`src/hw/rtl/lru_acr_pkg.sv`:
```
// Shared constants for the LRU age-counter replacement block.
// No dependencies; imported by the top level, its checker and the testbench.
package lru_acr_pkg;

  // Default sizes of the age store.
  localparam int DEF_NUM_LINES = 64;
  localparam int DEF_AGE_BITS  = 8;

  // Field widths fixed by the interface.
  localparam int OP_W    = 2;
  localparam int SET_W   = 6;
  localparam int LINE_W  = 6;
  localparam int MODE_W  = 2;
  localparam int CNT_W   = 7;
  localparam int PADDR_W = 4;
  localparam int PDATA_W = 32;

  // Width of the scope bounds before clamping: 63 * 127 + 127 fits in 14 bits.
  localparam int SCOPE_W = 14;

  // Operation codes.
  localparam logic [OP_W-1:0] OP_HIT    = 2'd0;
  localparam logic [OP_W-1:0] OP_FILL   = 2'd1;
  localparam logic [OP_W-1:0] OP_VICTIM = 2'd2;

  // Associativity modes.
  localparam logic [MODE_W-1:0] MODE_DIRECT = 2'd0;
  localparam logic [MODE_W-1:0] MODE_FULL   = 2'd1;
  localparam logic [MODE_W-1:0] MODE_SET    = 2'd2;

  // Register indexes (word address bits of paddr).
  localparam logic [1:0] REG_ASSOC = 2'd0;
  localparam logic [1:0] REG_LINES = 2'd1;
  localparam logic [1:0] REG_WAYS  = 2'd2;

  // Register reset values.
  localparam logic [MODE_W-1:0] RST_ASSOC = MODE_FULL;
  localparam logic [CNT_W-1:0]  RST_LINES = 7'd64;
  localparam logic [CNT_W-1:0]  RST_WAYS  = 7'd4;

endpackage

```
`src/hw/rtl/lru_age_counter_replacement.sv`:
```
// Top level of the LRU age-counter replacement block: age store, sequencer
// and configuration registers. Depends on lru_acr_pkg.
//
// The block keeps one saturating age counter per cache line in a simple
// dual-port style memory (one write and one registered read per cycle) and
// serves one transaction at a time. After reset it clears the age of every
// line, with item_ready low; configuration writes are taken during that time.
// The scope is the whole active cache in fully associative mode, one set in
// set associative mode, and none in direct mapped or the unused mode. Hits and
// fills walk the scope to age its lines and a victim search walks it to find
// the oldest line. Accesses without a walk (direct mapped mode, a cleared
// flag, an unused operation code, an empty victim scope or an accessed line
// beyond the store) skip that step. The next transaction is accepted at the
// earliest in the cycle after the result is posted. The walk uses a single
// comparator and incrementer that visits one stored age per cycle through
// the memory read port, writing the bumped age back in the cycle after the
// read. A hit first reads the accessed line's age as the reference, a victim
// search keeps the running oldest line (the later one wins on a tie), and
// hits and fills on a line within the store end with a write that clears the
// accessed line's age. The result sits in an output register until it is
// taken, so the sequencer only waits at its last step when an earlier result
// is still pending.
module lru_age_counter_replacement
  import lru_acr_pkg::*;
#(
  parameter int NUM_LINES = DEF_NUM_LINES,
  parameter int AGE_BITS  = DEF_AGE_BITS
) (
  input  logic               clk,
  input  logic               rst,
  // Input transactions.
  input  logic               item_valid,
  output logic               item_ready,
  input  logic [OP_W-1:0]    op,
  input  logic [SET_W-1:0]   set_index,
  input  logic [LINE_W-1:0]  line_index,
  input  logic               line_valid,
  // Result transactions.
  output logic               result_valid,
  input  logic               result_ready,
  output logic [LINE_W-1:0]  chosen_line,
  // Configuration port.
  input  logic               psel,
  input  logic               penable,
  input  logic               pwrite,
  input  logic [PADDR_W-1:0] paddr,
  input  logic [PDATA_W-1:0] pwdata,
  output logic [PDATA_W-1:0] prdata,
  output logic               pready
);

  localparam int IW   = $clog2(NUM_LINES);
  localparam int CW   = $clog2(NUM_LINES + 1);
  localparam int CURW = IW + LINE_W;
  localparam logic [AGE_BITS-1:0] AGE_MAX     = {AGE_BITS{1'b1}};
  localparam logic [SCOPE_W-1:0]  NUM_LINES_S = SCOPE_W'(NUM_LINES);
  localparam logic [CW-1:0]       LAST_LINE   = CW'(NUM_LINES - 1);

  typedef enum logic [2:0] {
    ST_CLEAR,
    ST_IDLE,
    ST_SETUP,
    ST_REF,
    ST_WALK,
    ST_CLR_CUR,
    ST_FINISH
  } state_t;

  // Configuration registers.
  logic [MODE_W-1:0] assoc_mode;
  logic [CNT_W-1:0]  line_count;
  logic [CNT_W-1:0]  ways_per_set;

  // Sequencer state.
  state_t            state;
  logic [CW-1:0]     clr_cnt;
  logic [OP_W-1:0]   op_q;
  logic [SET_W-1:0]  set_q;
  logic [LINE_W-1:0] cur_q;
  logic              valid_q;
  logic [CW-1:0]     k;
  logic [CW-1:0]     hi;
  logic              p_vld;
  logic [IW-1:0]     p_addr;
  logic [AGE_BITS-1:0] ref_age;
  logic [AGE_BITS-1:0] best;
  logic [IW-1:0]     pick;
  logic              use_pick;

  // Age store.
  logic [AGE_BITS-1:0] age_mem [NUM_LINES];
  logic [AGE_BITS-1:0] rd_data;
  logic [IW-1:0]       rd_addr;
  logic                wr_en;
  logic [IW-1:0]       wr_addr;
  logic [AGE_BITS-1:0] wr_data;

  // Scope and accessed-line decode.
  logic [SCOPE_W-1:0] prod;
  logic [SCOPE_W-1:0] lo_c;
  logic [SCOPE_W-1:0] hi_c;
  logic               has_scope;
  logic [CURW-1:0]    cur_wide;
  logic               cur_ok;
  logic [IW-1:0]      cur_idx;
  logic [CURW-1:0]    pick_wide;
  logic               bump_ok;

  assign pready     = 1'b1;
  assign item_ready = (state == ST_IDLE);

  // Configuration writes and reads.
  always_ff @(posedge clk) begin
    if (rst) begin
      assoc_mode   <= RST_ASSOC;
      line_count   <= RST_LINES;
      ways_per_set <= RST_WAYS;
    end else if (psel && penable && pwrite) begin
      unique case (paddr[3:2])
        REG_ASSOC: assoc_mode   <= pwdata[MODE_W-1:0];
        REG_LINES: line_count   <= pwdata[CNT_W-1:0];
        REG_WAYS:  ways_per_set <= pwdata[CNT_W-1:0];
        default: begin
        end
      endcase
    end
  end

  always_comb begin
    unique case (paddr[3:2])
      REG_ASSOC: prdata = PDATA_W'(assoc_mode);
      REG_LINES: prdata = PDATA_W'(line_count);
      REG_WAYS:  prdata = PDATA_W'(ways_per_set);
      default:   prdata = '0;
    endcase
  end

  // The scope [lo, hi) of the held transaction, clamped to the store.
  always_comb begin
    prod = SCOPE_W'(set_q) * SCOPE_W'(ways_per_set);
    if (assoc_mode == MODE_FULL) begin
      lo_c      = '0;
      hi_c      = SCOPE_W'(line_count);
      has_scope = 1'b1;
    end else if (assoc_mode == MODE_SET) begin
      lo_c      = prod;
      hi_c      = prod + SCOPE_W'(ways_per_set);
      has_scope = 1'b1;
    end else begin
      lo_c      = '0;
      hi_c      = '0;
      has_scope = 1'b0;
    end
    if (hi_c > NUM_LINES_S) begin
      hi_c = NUM_LINES_S;
    end
    if (lo_c > hi_c) begin
      lo_c = hi_c;
    end
  end

  assign cur_wide  = {{IW{1'b0}}, cur_q};
  assign cur_ok    = (cur_wide < CURW'(NUM_LINES));
  assign cur_idx   = cur_wide[IW-1:0];
  assign pick_wide = {{LINE_W{1'b0}}, pick};

  // A hit ages only lines younger than the accessed one; a fill ages all; neither ages a line at the maximum.
  assign bump_ok = (op_q == OP_FILL || rd_data < ref_age) && (rd_data != AGE_MAX);

  // Memory port control.
  always_comb begin
    rd_addr = (state == ST_SETUP) ? cur_idx : k[IW-1:0];
    wr_en   = 1'b0;
    wr_addr = p_addr;
    wr_data = rd_data + AGE_BITS'(1);
    unique case (state)
      ST_CLEAR: begin
        wr_en   = 1'b1;
        wr_addr = clr_cnt[IW-1:0];
        wr_data = '0;
      end
      ST_WALK: begin
        wr_en = p_vld && (op_q != OP_VICTIM) && bump_ok;
      end
      ST_CLR_CUR: begin
        wr_en   = 1'b1;
        wr_addr = cur_idx;
        wr_data = '0;
      end
      default: begin
      end
    endcase
  end

  always_ff @(posedge clk) begin
    if (wr_en) begin
      age_mem[wr_addr] <= wr_data;
    end
    rd_data <= age_mem[rd_addr];
  end

  // Sequencer and result register.
  always_ff @(posedge clk) begin
    if (rst) begin
      state        <= ST_CLEAR;
      clr_cnt      <= '0;
      result_valid <= 1'b0;
      p_vld        <= 1'b0;
      use_pick     <= 1'b0;
    end else begin
      // A taken result is dropped here unless the last step posts a new one.
      if (result_valid && result_ready && state != ST_FINISH) begin
        result_valid <= 1'b0;
      end
      unique case (state)
        ST_CLEAR: begin
          clr_cnt <= clr_cnt + CW'(1);
          if (clr_cnt == LAST_LINE) begin
            state <= ST_IDLE;
          end
        end
        ST_IDLE: begin
          if (item_valid) begin
            op_q    <= op;
            set_q   <= set_index;
            cur_q   <= line_index;
            valid_q <= line_valid;
            state   <= ST_SETUP;
          end
        end
        ST_SETUP: begin
          k        <= lo_c[CW-1:0];
          hi       <= hi_c[CW-1:0];
          p_vld    <= 1'b0;
          use_pick <= (op_q == OP_VICTIM) && has_scope && (lo_c < hi_c);
          best     <= '0;
          pick     <= lo_c[IW-1:0];
          if (op_q == OP_HIT || op_q == OP_FILL) begin
            if (!cur_ok) begin
              state <= ST_FINISH;
            end else if (has_scope && valid_q) begin
              state <= (op_q == OP_HIT) ? ST_REF : ST_WALK;
            end else begin
              state <= ST_CLR_CUR;
            end
          end else if (op_q == OP_VICTIM && has_scope && lo_c < hi_c) begin
            state <= ST_WALK;
          end else begin
            state <= ST_FINISH;
          end
        end
        ST_REF: begin
          ref_age <= rd_data;
          state   <= ST_WALK;
        end
        ST_WALK: begin
          // Retire the age read in the previous cycle.
          if (p_vld && op_q == OP_VICTIM && rd_data >= best) begin
            best <= rd_data;
            pick <= p_addr;
          end
          if (k != hi) begin
            p_vld  <= 1'b1;
            p_addr <= k[IW-1:0];
            k      <= k + CW'(1);
          end else begin
            p_vld <= 1'b0;
            state <= (op_q == OP_VICTIM) ? ST_FINISH : ST_CLR_CUR;
          end
        end
        ST_CLR_CUR: begin
          state <= ST_FINISH;
        end
        ST_FINISH: begin
          if (!result_valid || result_ready) begin
            result_valid <= 1'b1;
            chosen_line  <= use_pick ? pick_wide[LINE_W-1:0] : cur_q;
            state        <= ST_IDLE;
          end
        end
        default: begin
          state <= ST_IDLE;
        end
      endcase
    end
  end

endmodule

```
`config.mk`:
```
export PLATFORM = sky130hd
export DESIGN_NAME = lru_age_counter_replacement
export DESIGN_NICKNAME = d
export VERILOG_FILES = /design/src/hw/rtl/lru_acr_pkg.sv /design/src/hw/rtl/lru_age_counter_replacement.sv
export SDC_FILE = /design/constraint.sdc
export NUM_CORES = 1
export LEC_CHECK = 0
export BUFFER_PORTS_ARGS = -buffer_cell sky130_fd_sc_hd__buf_2
export CORE_UTILIZATION = 30
export CTS_BUF_LIST = sky130_fd_sc_hd__clkbuf_4
export DETAILED_ROUTE_END_ITERATION = 7
export GPL_TIMING_DRIVEN = 1
export PLACE_DENSITY = 0.55
export SLEW_MARGIN = 15
export SYNTH_ARGS = -nofsm -noshare
export SYNTH_HDL_FRONTEND = slang
export SYNTH_SLANG_ARGS = --single-unit
```
`constraint.sdc`:
```
create_clock -name clk -period 10.4 [get_ports clk]
set_input_delay 0.52 -clock clk [delete_from_list [all_inputs] [get_ports clk]]
set_output_delay 0.52 -clock clk [all_outputs]
set_load 0.03 [all_outputs]
```
==> metrics.md, run 1 <==
| Metric | Value |
|---|---|
| Setup repair after global routing missed its margin | `no` |
| Length of the first detailed-routing pass in iterations | `5` |
| Post-CTS Setup Inserts | `0` |
| Number of DRC violations after detailed routing | `0` |
| Post-detailed-route count of antenna-violating nets | `0` |
| Half-perimeter wire length after placement | `40370 um` |
| Endpoint with the worst hold slack | `assoc_mode[0]$_SDFFE_PP1P_` |
| Hold Path Origin | `penable` |
| Library cell with the highest instance count after synthesis | `sky130_fd_sc_hd__edfxtp_1` |
| Die extent in x | `306.1 um` |
| Total of hold buffers inserted after clock tree synthesis | `30` |
| Highest-delay cell along the critical path | `sky130_fd_sc_hd__a31oi_1` |
| Final standard cell utilization of the core | `35.04%` |
| Total power consumption of the routed design | `about 5.0 mW` |
| Capturing element type of the critical path | `register` |
| Unique masters post-synth | `69` |
| Type of origin of the critical path | `register` |
| Synthesized area | `0.02774 mm2` |
| Total setup violations reported at the end of the flow | `0` |
| Dominant cells by area after synthesis | `sky130_fd_sc_hd__edfxtp_1 62%, sky130_fd_sc_hd__mux4_2 10%, sky130_fd_sc_hd__ha_1 3.2%, sky130_fd_sc_hd__dfxtp_1 2.7%, sky130_fd_sc_hd__nand2_1 1.8%` |
| Resized Gates After CTS | `0` |
| Die Footprint | `around 0.094 mm2` |
| Number of antenna violations at the first check in global routing | `2` |
| Sum of negative setup slack | `0 ns` |
| Max Fclk | `around 100 MHz` |
| Reg-to-reg critical path startpoint | `set_q[0]$_DFFE_PP_` |
| Run status | `finished clean` |
| Via density per instance | `4.974` |
| Share of the clock period used by the worst path | `around 90%` |
| Maximum fanout count along the critical path | `13` |
| Endpoint arrival time on the critical path | `10.43 ns` |
| Leakage power figure | `10.25 nW` |
| Wirelength, routed | `67080 um` |
| Source-to-sink clock delay at the later pin of the worst-skew pair | `1.01 ns` |
| Total via count in the routed design | `16650` |
| First-pass GRT wire length | `103200 um` |
| Layout cell share with drive strength beyond 1 | `24.73%` |
| WP data required | `11.29 ns` |
| Relative slew slack | `between 20% and 30%` |
| Layout area overhead | `15.80%` |
| Worst-case clock skew | `between 0.1 and 0.15 ns` |
| Maximum number of pins on one net before global-route repair | `129` |
| Proportion of synthesized flip-flops having asynchronous set or reset | `0%` |
| Class of the worst hold path | `in2reg` |
| Register bit count reported by yosys | `612` |
| Highest ir drop seen on vdd | `0.08782 mV` |
| Number of clock buffers inserted by TritonCTS | `162` |
| Clock Path Buffers | `3` |
| Top cells by instance count after synthesis | `575 x sky130_fd_sc_hd__edfxtp_1, 133 x sky130_fd_sc_hd__nand2_1, 128 x sky130_fd_sc_hd__mux4_2, 106 x sky130_fd_sc_hd__nor2_1, 74 x sky130_fd_sc_hd__inv_1` |
| Count of flip-flops with a built-in enable after synthesis | `between 500 and 600` |
| Vias in the first global route | `17430` |
| Syn. warnings | `0` |
| Number of primary I/O pins | `99` |
| Number of standard-cell rows in the floorplan | `111` |
| Placed Cells incl. Taps | `3030` |
| Measured slew at the worst slew-check pin | `1.150 ns` |
| Proportion of netlist area held by the largest area contributor | `62.25%` |
| Non-filler cells in the finished layout | `3347` |
| Overflow after GRT | `0` |
| Wire length per cell after detailed routing | `20.04 um` |
| Capture instance of the worst register-to-register path | `state[1]$_SDFFE_PP0P_` |
| Average cell area after synthesis | `roughly 15 um2` |
| Clock Sinks | `612` |
| TritonCTS clock tree | `built` |
| H-Tree Depth | `4` |
| Worst Reg-to-Reg Cells | `34` |
| Final design area excluding fillers | `0.03212 mm2` |
| Crit path launch | `set_q[0]$_DFFE_PP_` |
| Starting density of the core | `~30%` |
| Clock root buffer | `sky130_fd_sc_hd__clkbuf_4` |
| Number of max-cap violations | `0` |
| Cell Pwr Density | `155.8 mW/mm2` |
| Final weighted congestion in routability-driven placement | `just over 0.8` |
| Combined global-route utilization of all metal layers | `14.56%` |
| DIE HEIGHT | `306.1 um` |
| Slowest Stage Delay on Critical Path | `between 0.7 and 0.8 ns` |
| Core outline area | `0.09166 mm2` |
| Post-synth top flop | `sky130_fd_sc_hd__edfxtp_1` |
| Max-slew violations | `0` |
| Slack of the worst reg-to-reg path | `0.86 ns` |
| Cell type with the highest aggregate area in the netlist | `sky130_fd_sc_hd__edfxtp_1` |
| Placed instance area | `0.02963 mm2` |
| Post-synthesis cell count | `around 1800` |
| Final period demand of the worst path | `9.541 ns` |
| Type of the worst setup path | `reg2reg` |
| Sequential cell area fraction in the yosys report | `about two thirds` |
| Port Buffers | `45` |
| Final nets | `2191` |
| Instance count along the most critical hold path | `5` |
| Iter 0 DRT Violations | `1386` |
| Final-report hold violation count | `0` |
| Clock slew seen by the registers of the worst setup and hold paths | `0.08 ns` |
[final cells by class]
class	count	area (um2)
fill	8827	59550
sequential	612	18010
multi-input combinational	1056	9200
clock buffer	235	1764
tap	1186	1484
timing repair buffer	132	978.4
clock inverter	49	396.6
inverter	75	281.5
antenna	2	5.005
[metal layers]
| layer | wire length [um] | vias up | share of wire (%) | global-route usage [%] |
|---|---|---|---|---|
| li1 | - | 7548 | - | - |
| met1 | 28720 | 8454 | 43 | 18.65 |
| met2 | 32750 | 535 | 49 | 23.93 |
| met3 | 4173 | 112 | 6.2 | 3.608 |
| met4 | 1437 | 0 | 2.1 | 5.151 |
| met5 | 0 | - | 0 | 0 |
[worst max path at each step]
stage | cells after the start | slack, ns | to
after floorplan | 35 | 2.48 | state[1]$_SDFFE_PP0P_
after global placement | 34 | 1.13 | state[1]$_SDFFE_PP0P_
after detailed placement | 34 | 1.02 | state[1]$_SDFFE_PP0P_
after CTS | 34 | 0.93 | state[1]$_SDFFE_PP0P_
after global routing | 34 | 0.23 | state[1]$_SDFFE_PP0P_
final | 34 | 0.86 | state[1]$_SDFFE_PP0P_
[critical path: cells and delay by family (launching register included)]
kind	cells	cell delay, ns
AOI/OAI and AO/OA	11	3.59
xor gates and xnor gates	1	0.17
adders and majority gates	7	2.75
buffers and inverters	4	0.23
DFF	1	0.54
and+or+nand+nor	11	2.14
[flip-flops by register name (all words and copies together) (netlist names), 7 cells and up]
register / cells
line_count: 7
clr_cnt: 7
k: 7
ways_per_set: 7
age_mem: 512
best: 8
ref_age: 8
rd_data: 8
hi: 7
[layout by cell type (no fill, tap or decap), types with 14 or more instances in the layout]
| master | Yosys | layout |
|---|---|---|
| sky130_fd_sc_hd__edfxtp_1 | 575 | 575 |
| sky130_fd_sc_hd__clkbuf_4 | 0 | 235 |
| sky130_fd_sc_hd__nand2_1 | 133 | 132 |
| sky130_fd_sc_hd__mux4_2 | 128 | 128 |
| sky130_fd_sc_hd__nor2_1 | 106 | 98 |
| sky130_fd_sc_hd__inv_1 | 74 | 74 |
| sky130_fd_sc_hd__ha_1 | 72 | 72 |
| sky130_fd_sc_hd__and2_1 | 67 | 67 |
| sky130_fd_sc_hd__a21oi_1 | 68 | 67 |
| sky130_fd_sc_hd__buf_4 | 29 | 55 |
| sky130_fd_sc_hd__o21ai_0 | 52 | 52 |
| sky130_fd_sc_hd__a211oi_1 | 46 | 46 |
| sky130_fd_sc_hd__buf_2 | 10 | 45 |
| sky130_fd_sc_hd__nor3_1 | 47 | 42 |
| sky130_fd_sc_hd__conb_1 | 2 | 38 |
| sky130_fd_sc_hd__dfxtp_1 | 37 | 37 |
| sky130_fd_sc_hd__dlygate4sd3_1 | 0 | 30 |
| sky130_fd_sc_hd__fa_1 | 22 | 22 |
| sky130_fd_sc_hd__clkinv_1 | 0 | 21 |
| sky130_fd_sc_hd__a31oi_1 | 19 | 19 |
| sky130_fd_sc_hd__nand2b_1 | 18 | 18 |
| sky130_fd_sc_hd__xor2_1 | 17 | 17 |
| sky130_fd_sc_hd__mux2i_1 | 22 | 17 |
| sky130_fd_sc_hd__a311oi_1 | 17 | 17 |
| sky130_fd_sc_hd__xnor2_1 | 16 | 16 |
| sky130_fd_sc_hd__nor2b_1 | 16 | 15 |
| sky130_fd_sc_hd__a21o_1 | 15 | 15 |
| sky130_fd_sc_hd__and3_1 | 14 | 14 |
| sky130_fd_sc_hd__nand3_1 | 14 | 14 |
[where the power goes]
group          switching (mW)  internal (mW)  total, mW
Clock                    1.02           1.17       2.19
Combinational          0.0872         0.0386      0.126
Sequential            0.00695           2.68       2.69
Total                    1.11           3.89       5.01
[logic make-up after synthesis]
kind of cell / share of synthesized area (%)
and+or+nand+nor: 8.017
DFF: 64.93
AOI/OAI and AO/OA: 6.618
other: 0.02708
muxes: 11.47
xor gates and xnor gates: 1.042
buffers and inverters: 3.063
adders and majority gates: 4.836
[per-stage QoR]
stage	hold WS (ns)	setup WS, ns
after floorplan	0.4244	2.478
after global routing	0.07315	0.2346
after CTS	0.008668	0.9273
after detailed placement	0.4707	1.017
final	0.1094	0.8590
after global placement	0.4625	1.131
No activity file was read; power rests on OpenSTA's default activity.
==> run 2: changes to the inputs <==
Settings changed: ABC_AREA set to 1, GPL_TIMING_DRIVEN 1 to 0.
==> run 2 against run 1 <==
Largest cell class unchanged; total power is 0.52% lower; sequential share of layout area down 1.2 points; sequential cell count stayed put; synthesized cell count is 36% higher; area after synthesis is 0.86% higher; clock power about the same; setup slack improved by 1.4 ns; critical path depth increased by 16.
==> metrics.md, run 2 <==
| Metric | Value |
|---|---|
| Count of flip-flops with a built-in enable after synthesis | `575 (unchanged)` |
| Dominant cells by area after synthesis | `sky130_fd_sc_hd__edfxtp_1 62%, sky130_fd_sc_hd__nor2_1 5.7%, sky130_fd_sc_hd__o21ai_0 5.3%, sky130_fd_sc_hd__ha_1 3.2%, sky130_fd_sc_hd__nand2_1 2.9% (was sky130_fd_sc_hd__edfxtp_1 62%, sky130_fd_sc_hd__mux4_2 10%, sky130_fd_sc_hd__ha_1 3.2%, sky130_fd_sc_hd__dfxtp_1 2.7%, sky130_fd_sc_hd__nand2_1 1.8%)` |
| First-pass GRT wire length | `129400 um (was 103200 um)` |
| Starting density of the core | `30.38% (was 30.26%)` |
| Slowest Stage Delay on Critical Path | `0.60 ns (was 0.75 ns)` |
| Class of the worst hold path | `in2reg (unchanged)` |
| Wirelength, routed | `88950 um (was 67080 um)` |
| Clock Sinks | `612 (unchanged)` |
| Register with the most flip-flops | `age_mem (unchanged)` |
| Type of the worst setup path | `reg2reg (unchanged)` |
| Library cell with the highest instance count after synthesis | `sky130_fd_sc_hd__edfxtp_1 (unchanged)` |
| Cell Pwr Density | `151.8 mW/mm2 (was 155.8 mW/mm2)` |
| Highest-delay cell along the critical path | `sky130_fd_sc_hd__fa_1 (was sky130_fd_sc_hd__a31oi_1)` |
| Number of max-cap violations | `0 (unchanged)` |
| Post-synthesis cell count | `2478 (was 1822)` |
| Critical path's most frequent cell | `sky130_fd_sc_hd__nand2_1` |
| Layout area overhead | `17.26% (was 15.80%)` |
| Post-CTS Setup Inserts | `0 (unchanged)` |
| Total power consumption of the routed design | `4.979 mW (was 5.005 mW)` |
| Die extent in x | `307.4 um (was 306.1 um)` |
| Most used cells in the layout excluding fill and tap cells | `575 x sky130_fd_sc_hd__edfxtp_1, 411 x sky130_fd_sc_hd__nor2_1, 296 x sky130_fd_sc_hd__o21ai_0 (was 575 x sky130_fd_sc_hd__edfxtp_1, 235 x sky130_fd_sc_hd__clkbuf_4, 132 x sky130_fd_sc_hd__nand2_1)` |
| Clock root buffer | `sky130_fd_sc_hd__clkbuf_4 (unchanged)` |
| Overflow after GRT | `0 (unchanged)` |
| Clock slew seen by the registers of the worst setup and hold paths | `0.06 ns (was 0.08 ns)` |
| Final weighted congestion in routability-driven placement | `0.9175 (was 0.8225)` |
| Endpoint arrival time on the critical path | `8.99 ns (was 10.43 ns)` |
| Highest ir drop seen on vdd | `0.09170 mV (was 0.08782 mV)` |
| Worst-case clock skew | `0.07989 ns (was 0.1095 ns)` |
| Total setup violations reported at the end of the flow | `0 (unchanged)` |
| Source-to-sink clock delay at the later pin of the worst-skew pair | `1.04 ns (was 1.01 ns)` |
| Commonest non-fill, non-tap cell in the layout | `sky130_fd_sc_hd__edfxtp_1 (unchanged)` |
| Clock Path Buffers | `3 (unchanged)` |
| Register bit count reported by yosys | `612 (unchanged)` |
| Length of the first detailed-routing pass in iterations | `6 (was 5)` |
| Proportion of synthesized flip-flops having asynchronous set or reset | `0% (unchanged)` |
| Combined global-route utilization of all metal layers | `18.72% (was 14.56%)` |
| Maximum fanout count along the critical path | `10 (was 13)` |
| Number of primary I/O pins | `99 (unchanged)` |
| Proportion of netlist area held by the largest area contributor | `61.73% (was 62.25%)` |
| Wire length per cell after detailed routing | `21.43 um (was 20.04 um)` |
| Cell type with the highest aggregate area in the netlist | `sky130_fd_sc_hd__edfxtp_1 (unchanged)` |
| Sequential cell area fraction in the yosys report | `64.37% (was 64.93%)` |
| Resized Gates After CTS | `0 (unchanged)` |
| WP data required | `11.26 ns (was 11.29 ns)` |
| Leakage power figure | `11.98 nW (was 10.25 nW)` |
| Core outline area | `0.09208 mm2 (was 0.09166 mm2)` |
| Number of DRC violations after detailed routing | `0 (unchanged)` |
| Total via count in the routed design | `21090 (was 16650)` |
| Measured slew at the worst slew-check pin | `1.227 ns (was 1.150 ns)` |
| Via density per instance | `5.080 (was 4.974)` |
| Unique masters post-synth | `56 (was 69)` |
| Post-synth top flop | `sky130_fd_sc_hd__edfxtp_1 (unchanged)` |
| Sum of negative setup slack | `0 ns (unchanged)` |
| Number of antenna violations at the first check in global routing | `3 (was 2)` |
| TritonCTS clock tree | `built (unchanged)` |
| Final-report hold violation count | `0 (unchanged)` |
| Type of origin of the critical path | `register (unchanged)` |
| Top cells by instance count after synthesis | `575 x sky130_fd_sc_hd__edfxtp_1, 422 x sky130_fd_sc_hd__nor2_1, 296 x sky130_fd_sc_hd__o21ai_0, 218 x sky130_fd_sc_hd__nand2_1, 197 x sky130_fd_sc_hd__inv_1 (was 575 x sky130_fd_sc_hd__edfxtp_1, 133 x sky130_fd_sc_hd__nand2_1, 128 x sky130_fd_sc_hd__mux4_2, 106 x sky130_fd_sc_hd__nor2_1, 74 x sky130_fd_sc_hd__inv_1)` |
| Total of hold buffers inserted after clock tree synthesis | `35 (was 30)` |
| Layout cell share with drive strength beyond 1 | `15.61% (was 24.73%)` |
| Port Buffers | `45 (unchanged)` |
| Syn. warnings | `0 (unchanged)` |
| Max-slew violations | `0 (unchanged)` |
| Number of clock buffers inserted by TritonCTS | `161 (was 162)` |
| Half-perimeter wire length after placement | `60140 um (was 40370 um)` |
| Vias in the first global route | `20370 (was 17430)` |
| Max reg flops | `512 (unchanged)` |
| Number of standard-cell rows in the floorplan | `111 (unchanged)` |
| Max Fclk | `122.9 MHz (was 104.8 MHz)` |
| Relative slew slack | `17.87% (was 22.73%)` |
| Iter 0 DRT Violations | `2501 (was 1386)` |
| Maximum number of pins on one net before global-route repair | `38 (was 129)` |
| H-Tree Depth | `4 (unchanged)` |
| Final period demand of the worst path | `8.135 ns (was 9.541 ns)` |
| Average cell area after synthesis | `11.29 um2 (was 15.22 um2)` |
| Synthesized area | `0.02797 mm2 (was 0.02774 mm2)` |
| Final nets | `2937 (was 2191)` |
| DIE HEIGHT | `307.4 um (was 306.1 um)` |
| Share of the clock period used by the worst path | `78.23% (was 91.74%)` |
| Run status | `finished clean (unchanged)` |
| Post-detailed-route count of antenna-violating nets | `0 (unchanged)` |
| Capturing element type of the critical path | `register (unchanged)` |
| Setup repair after global routing missed its margin | `no (unchanged)` |
| Die Footprint | `0.09447 mm2 (was 0.09367 mm2)` |
run 2: final cells by class:
class / instances / area [um2]
sequential: 612 / 18010
clock buffer: 232 / 1742
tap: 1243 / 1555
buffer: 153 / 729.5
multi-input combinational: 1541 / 8672
antenna: 6 / 15.01
inverter: 208 / 783.3
clock inverter: 48 / 335.3
timing repair buffer: 108 / 962.2
fill: 9189 / 59280
run 2: worst paths after layout:
path | cells after the start | end | slack (ns) | from
setup / recovery | 50 | state[1]$_SDFFE_PP0P_ | 2.26 | ways_per_set[2]$_SDFFE_PP1P_
hold / removal | 2 | set_q[1]$_DFFE_PP_ | 0.22 | set_index[1]
setup reg to reg | 50 | state[1]$_SDFFE_PP0P_ | 2.26 | ways_per_set[2]$_SDFFE_PP1P_
hold reg to reg | 1 | clr_cnt[6]$_SDFFE_PP0N_ | 0.50 | clr_cnt[6]$_SDFFE_PP0N_
run 2: cell families after synthesis:
| group | synth area share [%] |
|---|---|
| compound gates | 12.97 |
| xor+xnor | 0.4070 |
| fa+ha+maj | 4.795 |
| buf+inv | 5.408 |
| flops | 64.37 |
| other cells | 0.02685 |
| simple gates | 12.02 |
run 2: report_power, final:
group          total, mW  switching (mW)  leakage (nW)  internal [mW]
combinational      0.136          0.0907          5.25         0.0453
sequential          2.67         0.00403          5.51           2.67
clock               2.17            1.04          1.22           1.13
total               4.98            1.14          12.0           3.84
run 2: routing by layer:
metal	wire length, um	GRT usage [%]
met5	0	0
met4	3216	8.342
met3	8674	4.721
met2	40510	29.59
met1	36550	24.16
run 2: per-stage QoR:
step	utilization [%]	hold WS, ns	instance area, um2	std cells	setup slack [ns]
finish	35.62	0.2188	32800	4151	2.265
global route	35.62	0.1330	32800	4151	1.591
CTS	35.59	0.1195	32770	4145	2.219
detailed placement	32.96	0.4718	30350	3830	2.304
global placement	32.46	0.4675	29890	3802	1.737
floorplan	-	0.4396	28110	2514	3.456
run 2: worst max-delay path, delay by kind of cell, from the launching register on:
kind                       cells  cell delay, ns
DFF                            1            0.33
buffers and inverters          8            1.22
AOI/OAI and AO/OA              7            0.85
adders and majority gates      7            2.85
and+or+nand+nor               27            2.45
xor gates and xnor gates       1            0.25
